[src/hw/rtl/utf8v_pkg.sv]
package utf8v_pkg;

  // field widths
  localparam int unsigned ByteW      = 8;
  localparam int unsigned MaxBytesW  = 21;
  localparam int unsigned StatusW    = 2;
  localparam int unsigned CodeW      = 21;
  localparam int unsigned CountWidthDefault = 22;
  localparam int unsigned MaxItems   = 4;
  localparam int unsigned ItemCntW   = 3;

  localparam logic [MaxBytesW-1:0] MaxBytesReset = 21'd1048576;

  // byte codes
  localparam logic [ByteW-1:0] BOM_B0  = 8'hEF;
  localparam logic [ByteW-1:0] BOM_B1  = 8'hBB;
  localparam logic [ByteW-1:0] BOM_B2  = 8'hBF;
  localparam logic [ByteW-1:0] CHAR_LF = 8'h0A;
  localparam logic [ByteW-1:0] CHAR_CR = 8'h0D;
  localparam logic [ByteW-1:0] CHAR_NUL = 8'h00;

  // code point limits
  localparam logic [CodeW-1:0] CP_MIN2   = 21'h80;
  localparam logic [CodeW-1:0] CP_MIN3   = 21'h800;
  localparam logic [CodeW-1:0] CP_MIN4   = 21'h10000;
  localparam logic [CodeW-1:0] CP_MAX    = 21'h10FFFF;
  localparam logic [CodeW-1:0] CP_SUR_LO = 21'hD800;
  localparam logic [CodeW-1:0] CP_SUR_HI = 21'hDFFF;

  // status codes
  localparam logic [StatusW-1:0] STATUS_OK       = 2'd0;
  localparam logic [StatusW-1:0] STATUS_TOO_LONG = 2'd1;
  localparam logic [StatusW-1:0] STATUS_BAD_UTF8 = 2'd2;
  localparam logic [StatusW-1:0] STATUS_NUL      = 2'd3;

  // decoder and line-end state of one text
  typedef struct packed {
    logic [1:0]       cont_left;
    logic [1:0]       seq_len;
    logic [CodeW-1:0] code_acc;
    logic             pending_cr;
    logic             bad_utf8;
    logic             nul_seen;
  } text_st_t;

  typedef struct packed {
    text_st_t         st;
    logic             emit;
    logic [ByteW-1:0] obyte;
  } pass_res_t;

  typedef struct packed {
    logic [ByteW-1:0]   out_byte;
    logic               is_status;
    logic [StatusW-1:0] status;
    logic               end_of_run;
  } item_t;

  // result items caused by one input
  typedef struct packed {
    logic [ItemCntW-1:0]    n;
    item_t [MaxItems-1:0]   item;
  } batch_t;

  // sequence end check: overlong, surrogate, out of range
  function automatic logic seq_is_bad(input logic [1:0] seq_len, input logic [CodeW-1:0] cp);
    logic bad;
    bad = ((seq_len == 2'd1) && (cp < CP_MIN2)) ||
          ((seq_len == 2'd2) && (cp < CP_MIN3)) ||
          ((seq_len == 2'd3) && (cp < CP_MIN4)) ||
          (cp > CP_MAX) ||
          ((cp >= CP_SUR_LO) && (cp <= CP_SUR_HI));
    return bad;
  endfunction

  // decode, check and normalize one byte after mark removal
  function automatic pass_res_t pass_byte(input text_st_t s, input logic [ByteW-1:0] b);
    pass_res_t r;
    logic      lead;
    r.st    = s;
    r.emit  = 1'b0;
    r.obyte = b;
    lead    = 1'b1;
    // continuation handling
    if (s.cont_left != 2'd0) begin
      if (b[7:6] == 2'b10) begin
        r.st.code_acc  = {s.code_acc[CodeW-7:0], b[5:0]};
        r.st.cont_left = s.cont_left - 2'd1;
        if (r.st.cont_left == 2'd0 && seq_is_bad(s.seq_len, r.st.code_acc)) begin
          r.st.bad_utf8 = 1'b1;
        end
        lead = 1'b0;
      end else begin
        r.st.bad_utf8  = 1'b1;
        r.st.cont_left = 2'd0;
      end
    end
    // lead byte handling
    if (lead && b[7]) begin
      if (b[7:5] == 3'b110) begin
        r.st.seq_len   = 2'd1;
        r.st.cont_left = 2'd1;
        r.st.code_acc  = {16'd0, b[4:0]};
      end else if (b[7:4] == 4'b1110) begin
        r.st.seq_len   = 2'd2;
        r.st.cont_left = 2'd2;
        r.st.code_acc  = {17'd0, b[3:0]};
      end else if (b[7:3] == 5'b11110) begin
        r.st.seq_len   = 2'd3;
        r.st.cont_left = 2'd3;
        r.st.code_acc  = {18'd0, b[2:0]};
      end else begin
        r.st.bad_utf8 = 1'b1;
      end
    end
    if (b == CHAR_NUL) begin
      r.st.nul_seen = 1'b1;
    end
    // line-end normalization
    if (b == CHAR_LF && s.pending_cr) begin
      r.st.pending_cr = 1'b0;
    end else if (b == CHAR_CR) begin
      r.st.pending_cr = 1'b1;
      r.emit          = 1'b1;
      r.obyte         = CHAR_LF;
    end else begin
      r.st.pending_cr = 1'b0;
      r.emit          = 1'b1;
    end
    return r;
  endfunction

endpackage

[src/hw/rtl/utf8_validate_bom_strip_crlf_normalize_unit.sv]
// throughput: one byte per cycle while the output is ready and each byte gives at most
// one result; a byte that releases held mark bytes or closes a text gives up to four,
// drained one per cycle while the output is ready from the result buffer, which holds
// back the input register meanwhile
// reset: asynchronous active low; clears text state, buffers and sets max_bytes to 1048576
module utf8_validate_bom_strip_crlf_normalize_unit #(
  parameter int unsigned COUNT_WIDTH = utf8v_pkg::CountWidthDefault
) (
  input  logic                            clk_i,
  input  logic                            rst_ni,
  // config write
  input  logic                            cfg_valid_i,
  output logic                            cfg_ready_o,
  input  logic [utf8v_pkg::MaxBytesW-1:0] cfg_data_i,
  // input stream
  input  logic                            s_axis_tvalid,
  output logic                            s_axis_tready,
  input  logic [7:0]                      s_axis_tdata,  // [7:0] data_byte
  input  logic                            s_axis_tlast,
  // output stream
  output logic                            m_axis_tvalid,
  input  logic                            m_axis_tready,
  output logic [15:0]                     m_axis_tdata,  // [7:0] out_byte, [9:8] status
  output logic                            m_axis_tuser,  // [0] is_status
  output logic                            m_axis_tlast
);
  import utf8v_pkg::*;

  logic [MaxBytesW-1:0] max_bytes_q;
  logic                 in_valid_q;
  logic [ByteW-1:0]     in_byte_q;
  logic                 in_last_q;
  logic                 step;
  logic                 free;
  batch_t               batch;
  item_t                head;

  // config register
  assign cfg_ready_o = 1'b1;

  always_ff @(posedge clk_i or negedge rst_ni) begin
    if (!rst_ni) begin
      max_bytes_q <= MaxBytesReset;
    end else if (cfg_valid_i) begin
      max_bytes_q <= cfg_data_i;
    end
  end

  // input register
  assign step          = in_valid_q && free;
  assign s_axis_tready = !in_valid_q || step;

  always_ff @(posedge clk_i or negedge rst_ni) begin
    if (!rst_ni) begin
      in_valid_q <= 1'b0;
    end else if (s_axis_tready) begin
      in_valid_q <= s_axis_tvalid;
    end
  end

  always_ff @(posedge clk_i) begin
    if (s_axis_tready && s_axis_tvalid) begin
      in_byte_q <= s_axis_tdata;
      in_last_q <= s_axis_tlast;
    end
  end

  utf8v_core #(
    .COUNT_WIDTH(COUNT_WIDTH)
  ) u_core (
    .clk_i      (clk_i),
    .rst_ni     (rst_ni),
    .step_i     (step),
    .byte_i     (in_byte_q),
    .last_i     (in_last_q),
    .max_bytes_i(max_bytes_q),
    .batch_o    (batch)
  );

  utf8v_outbuf u_outbuf (
    .clk_i  (clk_i),
    .rst_ni (rst_ni),
    .load_i (step),
    .batch_i(batch),
    .pop_i  (m_axis_tready),
    .free_o (free),
    .valid_o(m_axis_tvalid),
    .head_o (head)
  );

  // output packing
  assign m_axis_tdata = {6'd0, head.status, head.out_byte};
  assign m_axis_tuser = head.is_status;
  assign m_axis_tlast = head.end_of_run;

  // a loaded nonempty batch shows up at the output next cycle
  assert property (@(posedge clk_i) disable iff (!rst_ni)
    step && (batch.n != '0) |=> m_axis_tvalid)
    else $error("loaded results not presented");

  // a status transaction always closes its run
  assert property (@(posedge clk_i) disable iff (!rst_ni)
    m_axis_tvalid && m_axis_tuser |-> m_axis_tlast)
    else $error("status item without end of run");

  // byte transactions carry a zero status
  assert property (@(posedge clk_i) disable iff (!rst_ni)
    m_axis_tvalid && !m_axis_tuser |-> (m_axis_tdata[9:8] == STATUS_OK))
    else $error("byte item with nonzero status");

  // the result buffer never takes a batch more than four items long
  assert property (@(posedge clk_i) disable iff (!rst_ni)
    step |-> (batch.n <= ItemCntW'(MaxItems)))
    else $error("batch overflow");

endmodule

[src/hw/rtl/utf8v_core.sv]
module utf8v_core #(
  parameter int unsigned COUNT_WIDTH = utf8v_pkg::CountWidthDefault
) (
  input  logic                              clk_i,
  input  logic                              rst_ni,
  input  logic                              step_i,
  input  logic [utf8v_pkg::ByteW-1:0]       byte_i,
  input  logic                              last_i,
  input  logic [utf8v_pkg::MaxBytesW-1:0]   max_bytes_i,
  output utf8v_pkg::batch_t                 batch_o
);
  import utf8v_pkg::*;

  localparam int unsigned CmpW = (COUNT_WIDTH > MaxBytesW) ? COUNT_WIDTH : MaxBytesW;

  typedef enum logic [1:0] {
    BomStart,
    BomEf,
    BomEfBb,
    BomDone
  } bom_e;

  bom_e                   bom_q, bom_d;
  logic [COUNT_WIDTH-1:0] count_q, count_d;
  logic                   too_long_q, too_long_d;
  text_st_t               st_q, st_d;

  logic [COUNT_WIDTH-1:0] count_inc;
  pass_res_t              p_ef, p_bb, p_cur;
  text_st_t               st_a, st_b;
  batch_t                 batch;
  logic [ItemCntW-1:0]    k;
  logic [StatusW-1:0]     code;
  logic                   bad_end;

  // saturating length count and limit check
  assign count_inc = (count_q != '1) ? count_q + COUNT_WIDTH'(1) : count_q;
  assign too_long_d = too_long_q |
      (CmpW'(count_inc) > CmpW'(max_bytes_i));

  // released mark bytes, then the current byte
  assign p_ef  = pass_byte(st_q, BOM_B0);
  assign st_a  = (bom_q == BomEf || bom_q == BomEfBb) ? p_ef.st : st_q;
  assign p_bb  = pass_byte(st_a, BOM_B1);
  assign st_b  = (bom_q == BomEfBb) ? p_bb.st : st_a;
  assign p_cur = pass_byte(st_b, byte_i);

  // state update and result list
  always_comb begin
    batch   = '0;
    k       = '0;
    bom_d   = bom_q;
    st_d    = st_q;
    code    = STATUS_OK;
    bad_end = 1'b0;
    count_d = count_inc;
    if (bom_q == BomStart && byte_i == BOM_B0 && !last_i) begin
      bom_d = BomEf;
    end else if (bom_q == BomEf && byte_i == BOM_B1 && !last_i) begin
      bom_d = BomEfBb;
    end else if (bom_q == BomEfBb && byte_i == BOM_B2) begin
      bom_d = BomDone;
    end else begin
      if (bom_q == BomEf || bom_q == BomEfBb) begin
        batch.item[k[1:0]].out_byte = p_ef.obyte;
        k = k + ItemCntW'(p_ef.emit);
      end
      if (bom_q == BomEfBb) begin
        batch.item[k[1:0]].out_byte = p_bb.obyte;
        k = k + ItemCntW'(p_bb.emit);
      end
      if (p_cur.emit) begin
        batch.item[k[1:0]].out_byte = p_cur.obyte;
        k = k + ItemCntW'(1);
      end
      bom_d = BomDone;
      st_d  = p_cur.st;
    end
    // status item at end of text
    if (last_i) begin
      bad_end = st_d.bad_utf8 || (st_d.cont_left != 2'd0);
      if (too_long_d) begin
        code = STATUS_TOO_LONG;
      end else if (bad_end) begin
        code = STATUS_BAD_UTF8;
      end else if (st_d.nul_seen) begin
        code = STATUS_NUL;
      end
      batch.item[k[1:0]].is_status = 1'b1;
      batch.item[k[1:0]].status    = code;
      k = k + ItemCntW'(1);
    end
    if (k != '0) begin
      batch.item[k[1:0] - 2'd1].end_of_run = 1'b1;
    end
    batch.n = k;
  end

  assign batch_o = batch;

  // text state registers
  always_ff @(posedge clk_i or negedge rst_ni) begin
    if (!rst_ni) begin
      bom_q      <= BomStart;
      count_q    <= '0;
      too_long_q <= 1'b0;
      st_q       <= '0;
    end else if (step_i) begin
      if (last_i) begin
        bom_q      <= BomStart;
        count_q    <= '0;
        too_long_q <= 1'b0;
        st_q       <= '0;
      end else begin
        bom_q      <= bom_d;
        count_q    <= count_d;
        too_long_q <= too_long_d;
        st_q       <= st_d;
      end
    end
  end

endmodule

[src/hw/rtl/utf8v_outbuf.sv]
module utf8v_outbuf (
  input  logic              clk_i,
  input  logic              rst_ni,
  input  logic              load_i,
  input  utf8v_pkg::batch_t batch_i,
  input  logic              pop_i,
  output logic              free_o,
  output logic              valid_o,
  output utf8v_pkg::item_t  head_o
);
  import utf8v_pkg::*;

  item_t [MaxItems-1:0] items_q, items_d;
  logic [ItemCntW-1:0]  cnt_q, cnt_d;
  logic                 pop;

  assign pop     = pop_i && (cnt_q != '0);
  assign free_o  = (cnt_q == '0) || ((cnt_q == ItemCntW'(1)) && pop);
  assign valid_o = (cnt_q != '0);
  assign head_o  = items_q[0];

  // drain by shifting toward the head, refill with a whole batch
  always_comb begin
    items_d = items_q;
    cnt_d   = cnt_q;
    if (pop) begin
      for (int i = 0; i < MaxItems - 1; i++) begin
        items_d[i] = items_q[i+1];
      end
      cnt_d = cnt_q - ItemCntW'(1);
    end
    if (load_i) begin
      items_d = batch_i.item;
      cnt_d   = batch_i.n;
    end
  end

  always_ff @(posedge clk_i or negedge rst_ni) begin
    if (!rst_ni) begin
      cnt_q <= '0;
    end else begin
      cnt_q <= cnt_d;
    end
  end

  always_ff @(posedge clk_i) begin
    items_q <= items_d;
  end

endmodule
[config.mk]
export PLATFORM = sky130hd
export DESIGN_NAME = utf8_validate_bom_strip_crlf_normalize_unit
export DESIGN_NICKNAME = d
export VERILOG_FILES = /design/src/hw/rtl/utf8v_pkg.sv /design/src/hw/rtl/utf8_validate_bom_strip_crlf_normalize_unit.sv /design/src/hw/rtl/utf8v_core.sv /design/src/hw/rtl/utf8v_outbuf.sv
export SDC_FILE = /design/constraint.sdc
export NUM_CORES = 1
export LEC_CHECK = 0
export ABC_AREA = 1
export BUFFER_PORTS_ARGS = -buffer_cell sky130_fd_sc_hd__buf_2
export CORE_MARGIN = 2
export CORE_UTILIZATION = 23
export DETAILED_ROUTE_END_ITERATION = 12
export GPL_TIMING_DRIVEN = 0
export HOLD_SLACK_MARGIN = 0.02
export PLACE_DENSITY = 0.38
export SLEW_MARGIN = 20
export SYNTH_ARGS = -nofsm -noshare
export SYNTH_HDL_FRONTEND = slang
export SYNTH_SLANG_ARGS = --single-unit
[constraint.sdc]
create_clock -name clk_i -period 4.4 [get_ports clk_i]
set_input_delay 0.22 -clock clk_i [delete_from_list [all_inputs] [get_ports clk_i]]
set_output_delay 0.22 -clock clk_i [all_outputs]
set_load 0.03 [all_outputs]
==> metrics.txt <==
outcome=finished, final reports clean; most common library cells after synthesis=220 x nand2_1, 124 x inv_1, 101 x o21ai_0; RR Endpoint=u_outbuf.head_o[1]; post-route ant nets=0; DR WL/cell=14.3 um; Die Width=185 um; Post-CTS Setup Bufs=0; core area=between 30000 and 40000 um^2; sequential area share after synthesis=46.6%; Yosys reg bits=about 130; via count=between 6000 and 7000; critical path class=reg -> reg; initial antenna violation count=0; WP data arrival=a little over 4 ns; Final min period=3.88 ns; Max Cap Violations=0; cell count after synthesis=921; worst hold path type=in -> reg; VDD IR max=295 uV; Worst Setup Start Kind=flip-flop; Lkg Pwr=4.26 nW; P&R area growth vs syn=23.5%; number of global-route vias before repair=6275; DRT Pass-1 Iters=5; Yosys warning total=0; PortBufs=48; htree depth=4; reg2reg start=u_core.count_q[0]; RSZ-0062 raised after global routing=no; CP Depth=25; Clock Tree Buf Depth=2; Final setup viols=0; clock slew at reported path FFs=0.06 ns; Die ar.=34300 um^2; post-synth top area cell=dfrtp_1; Tcrit/Tclk final=88.1%; largest net degree at the start of global routing=between 40 and 50; Area after DPL=8410 um^2; synthesized area=approximately 7500 um^2; Residual DRC=0; EDFF count, synth=57; Pwr per Cell Area=a little over 700 nW/um^2; CP required=4.58 ns; Starting Density=roughly a quarter; Async S/R FF share, synth=55.8%; total routed wirelength=21100 um; final hold vios=0; total negative setup slack=0 ns; Worst Setup SP=u_core.count_q[0]; clock sinks=129; syn_area_per_cell=about 8.2 um^2; Top Family by Delay on Critical Path=simple AND/OR/NAND/NOR gates; clk_lat worst skew=0.43 ns; All-Layer GR Usage=a little over an eighth; Worst Max-Slew Pin Slew=0.701 ns; fill cell total of the finished layout=around 3500; CTS tree=built; fin nets=roughly 1100; CP max-delay cell=dfrtp_1; 1st-iter DRT viols=337; dpl hpwl=15600 um; worst r2r path cells=25; CP max stage delay=0.38 ns; vias per cell=4.21; Slew HR=53.3%; top-area cell type share of the netlist area=23.5%; die height=about 190 um; TritonCTS Buffers=17; ANT cells=0; GPL Wtd Cong=about 0.8; global-route wire length before repair=approximately 34000 um; Max FO, Critical Path=7; Critical path buffers and inverters=4; crit end category=flip-flop; f_max=258 MHz; IO Count=between 50 and 60; most frequent CP cell=nand2_1; critical path endpoint=u_outbuf.head_o[1]; most frequent cell after synthesis=nand2_1; R2R setup slack=0.52 ns; Root Driver=clkbuf_16; row cnt=66; Final Cell Area=9320 um^2; max-slew violations=0; top cells by area, synth=dfrtp_1 24%, edfxtp_1 23%, nand2_1 11%, o21ai_0 6.7%, inv_1 6.2%; grt ovf=0; Synth cell types=57; clock skew=0.0150 ns; predominant post-synthesis flop cell=dfrtp_1; layout cell share with drive strength beyond 1=13.7%
-- routing by layer --
metal | track usage, % | vias up | share of wire, %
met2 | 21.2 | 72 | 46
li1 | - | 3204 | -
met4 | 4.00 | 0 | 1.6
met3 | 2.30 | 15 | 2.1
met1 | 17.7 | 2935 | 50
met5 | 0 | - | 0
-- how the worst min path moves through the flow --
stage	start	depth (start not counted)	end	slack [ns]
6_report	cfg_data_i[19]	3	max_bytes_q[19]	0.03
5_1_grt	cfg_data_i[19]	3	max_bytes_q[19]	0.05
4_1_cts	cfg_data_i[19]	3	max_bytes_q[19]	0.02
3_5_place_dp	rst_ni	1	max_bytes_q[0]	0.19
3_3_place_gp	s_axis_tdata[2]	1	in_byte_q[2]	0.40
2_1_floorplan	rst_ni	0	in_valid_q	-0.08
-- kinds of logic (layout without fill, tap and decap cells) --
logic type	after synthesis	after routing	share of synthesized area (%)
simple gates	399	399	22.9
buf+inv	174	286	9.91
compound gates	160	160	12.1
flops	129	129	46.6
fa+ha+maj	34	34	5.64
xor+xnor	22	22	2.55
other cells	2	7	0.0995
mux	1	1	0.149
-- layout by cell type, fill, tap and decap left out, types with 5 or more instances in the layout --
| master | count |
|---|---|
| inv_6 | 5 |
| nor4_1 | 5 |
| buf_2 | 48 |
| clkbuf_16 | 17 |
| nand2_2 | 5 |
| xor2_1 | 20 |
| o21ai_0 | 101 |
| conb_1 | 7 |
| clkbuf_1 | 18 |
| o211ai_1 | 6 |
| nand2_1 | 219 |
| nor3_1 | 18 |
| inv_1 | 124 |
| o22ai_1 | 5 |
| dfrtp_1 | 71 |
| buf_4 | 20 |
| nor2_1 | 89 |
| ha_1 | 34 |
| edfxtp_1 | 57 |
| inv_2 | 6 |
| nand4_1 | 6 |
| nand3_1 | 36 |
| a21oi_1 | 20 |
| dlygate4sd3_1 | 30 |
-- area by class of cell --
class,instances,area [um^2],share of cell area (%)
Timing Repair Buffer,80,591,6.34
Multi-Input combinational cell,623,3310,35.5
Buffer,42,254,2.73
Sequential cell,129,3510,37.7
Inverter,132,495,5.32
Clock buffer,17,425,4.57
Clock inverter,15,173,1.85
Tap cell,442,553,5.94
-- report_power, final --
part / internal, mW / switching (mW)
Sequential: 1.83 / 0.211
Clock: 0.854 / 0.623
Combinational: 1.01 / 2.19
Total: 3.70 / 3.02
-- state kept, by name, summed over array words and instances, names as in the netlist --
| register | flops |
|---|---|
| u_outbuf.cnt_q | 3 |
| u_core.st_q | 21 |
| max_bytes_q | 21 |
| u_core.p_ef | 1 |
| in_valid_q | 1 |
| u_core.count_q | 22 |
| in_byte_q | 8 |
| u_outbuf.items_q | 36 |
| u_outbuf.head_o | 12 |
| u_core.too_long_q | 1 |
| in_last_q | 1 |
| u_core.bom_q | 2 |
-- repair_timing --
action                                 CTS  global route
endpoints found under the hold margin   55             0
resized for setup                        0             1
hold buffers                            30             0
setup endpoints to repair                0             5
-- worst reg2reg max path, stage by stage (launching register included) --
cell,delay [ns]
dfrtp_1,0.38
ha_1,0.29
inv_1,0.09
nor2_1,0.16
nand4_1,0.14
nor4_2,0.28
inv_1,0.14
o21ai_0,0.28
inv_1,0.10
ha_1,0.29
inv_1,0.07
nor2_1,0.04
o21ai_0,0.14
o211ai_1,0.14
nand2_1,0.11
o2111ai_1,0.11
nand2_1,0.08
nand2_1,0.05
nand2_1,0.06
nand2_1,0.06
nand2_1,0.06
nand2_1,0.07
a21oi_4,0.28
nand2_2,0.12
nand2_1,0.07
nand2_1,0.04
-- per-stage QoR --
step	power [mW]	hold WS, ns	utilization [%]	setup WS (ns)	std cells
floorplan	4.29	-0.0756	-	1.21	926
global placement	5.26	0.400	25.8	0.278	1416
detailed placement	5.27	0.186	25.9	0.323	1418
CTS	6.82	0.0215	28.7	0.296	1480
global route	7.31	0.0532	28.7	0.0489	1480
finish	6.72	0.0320	28.7	0.522	1480
(Power assumes the default switching activity.)
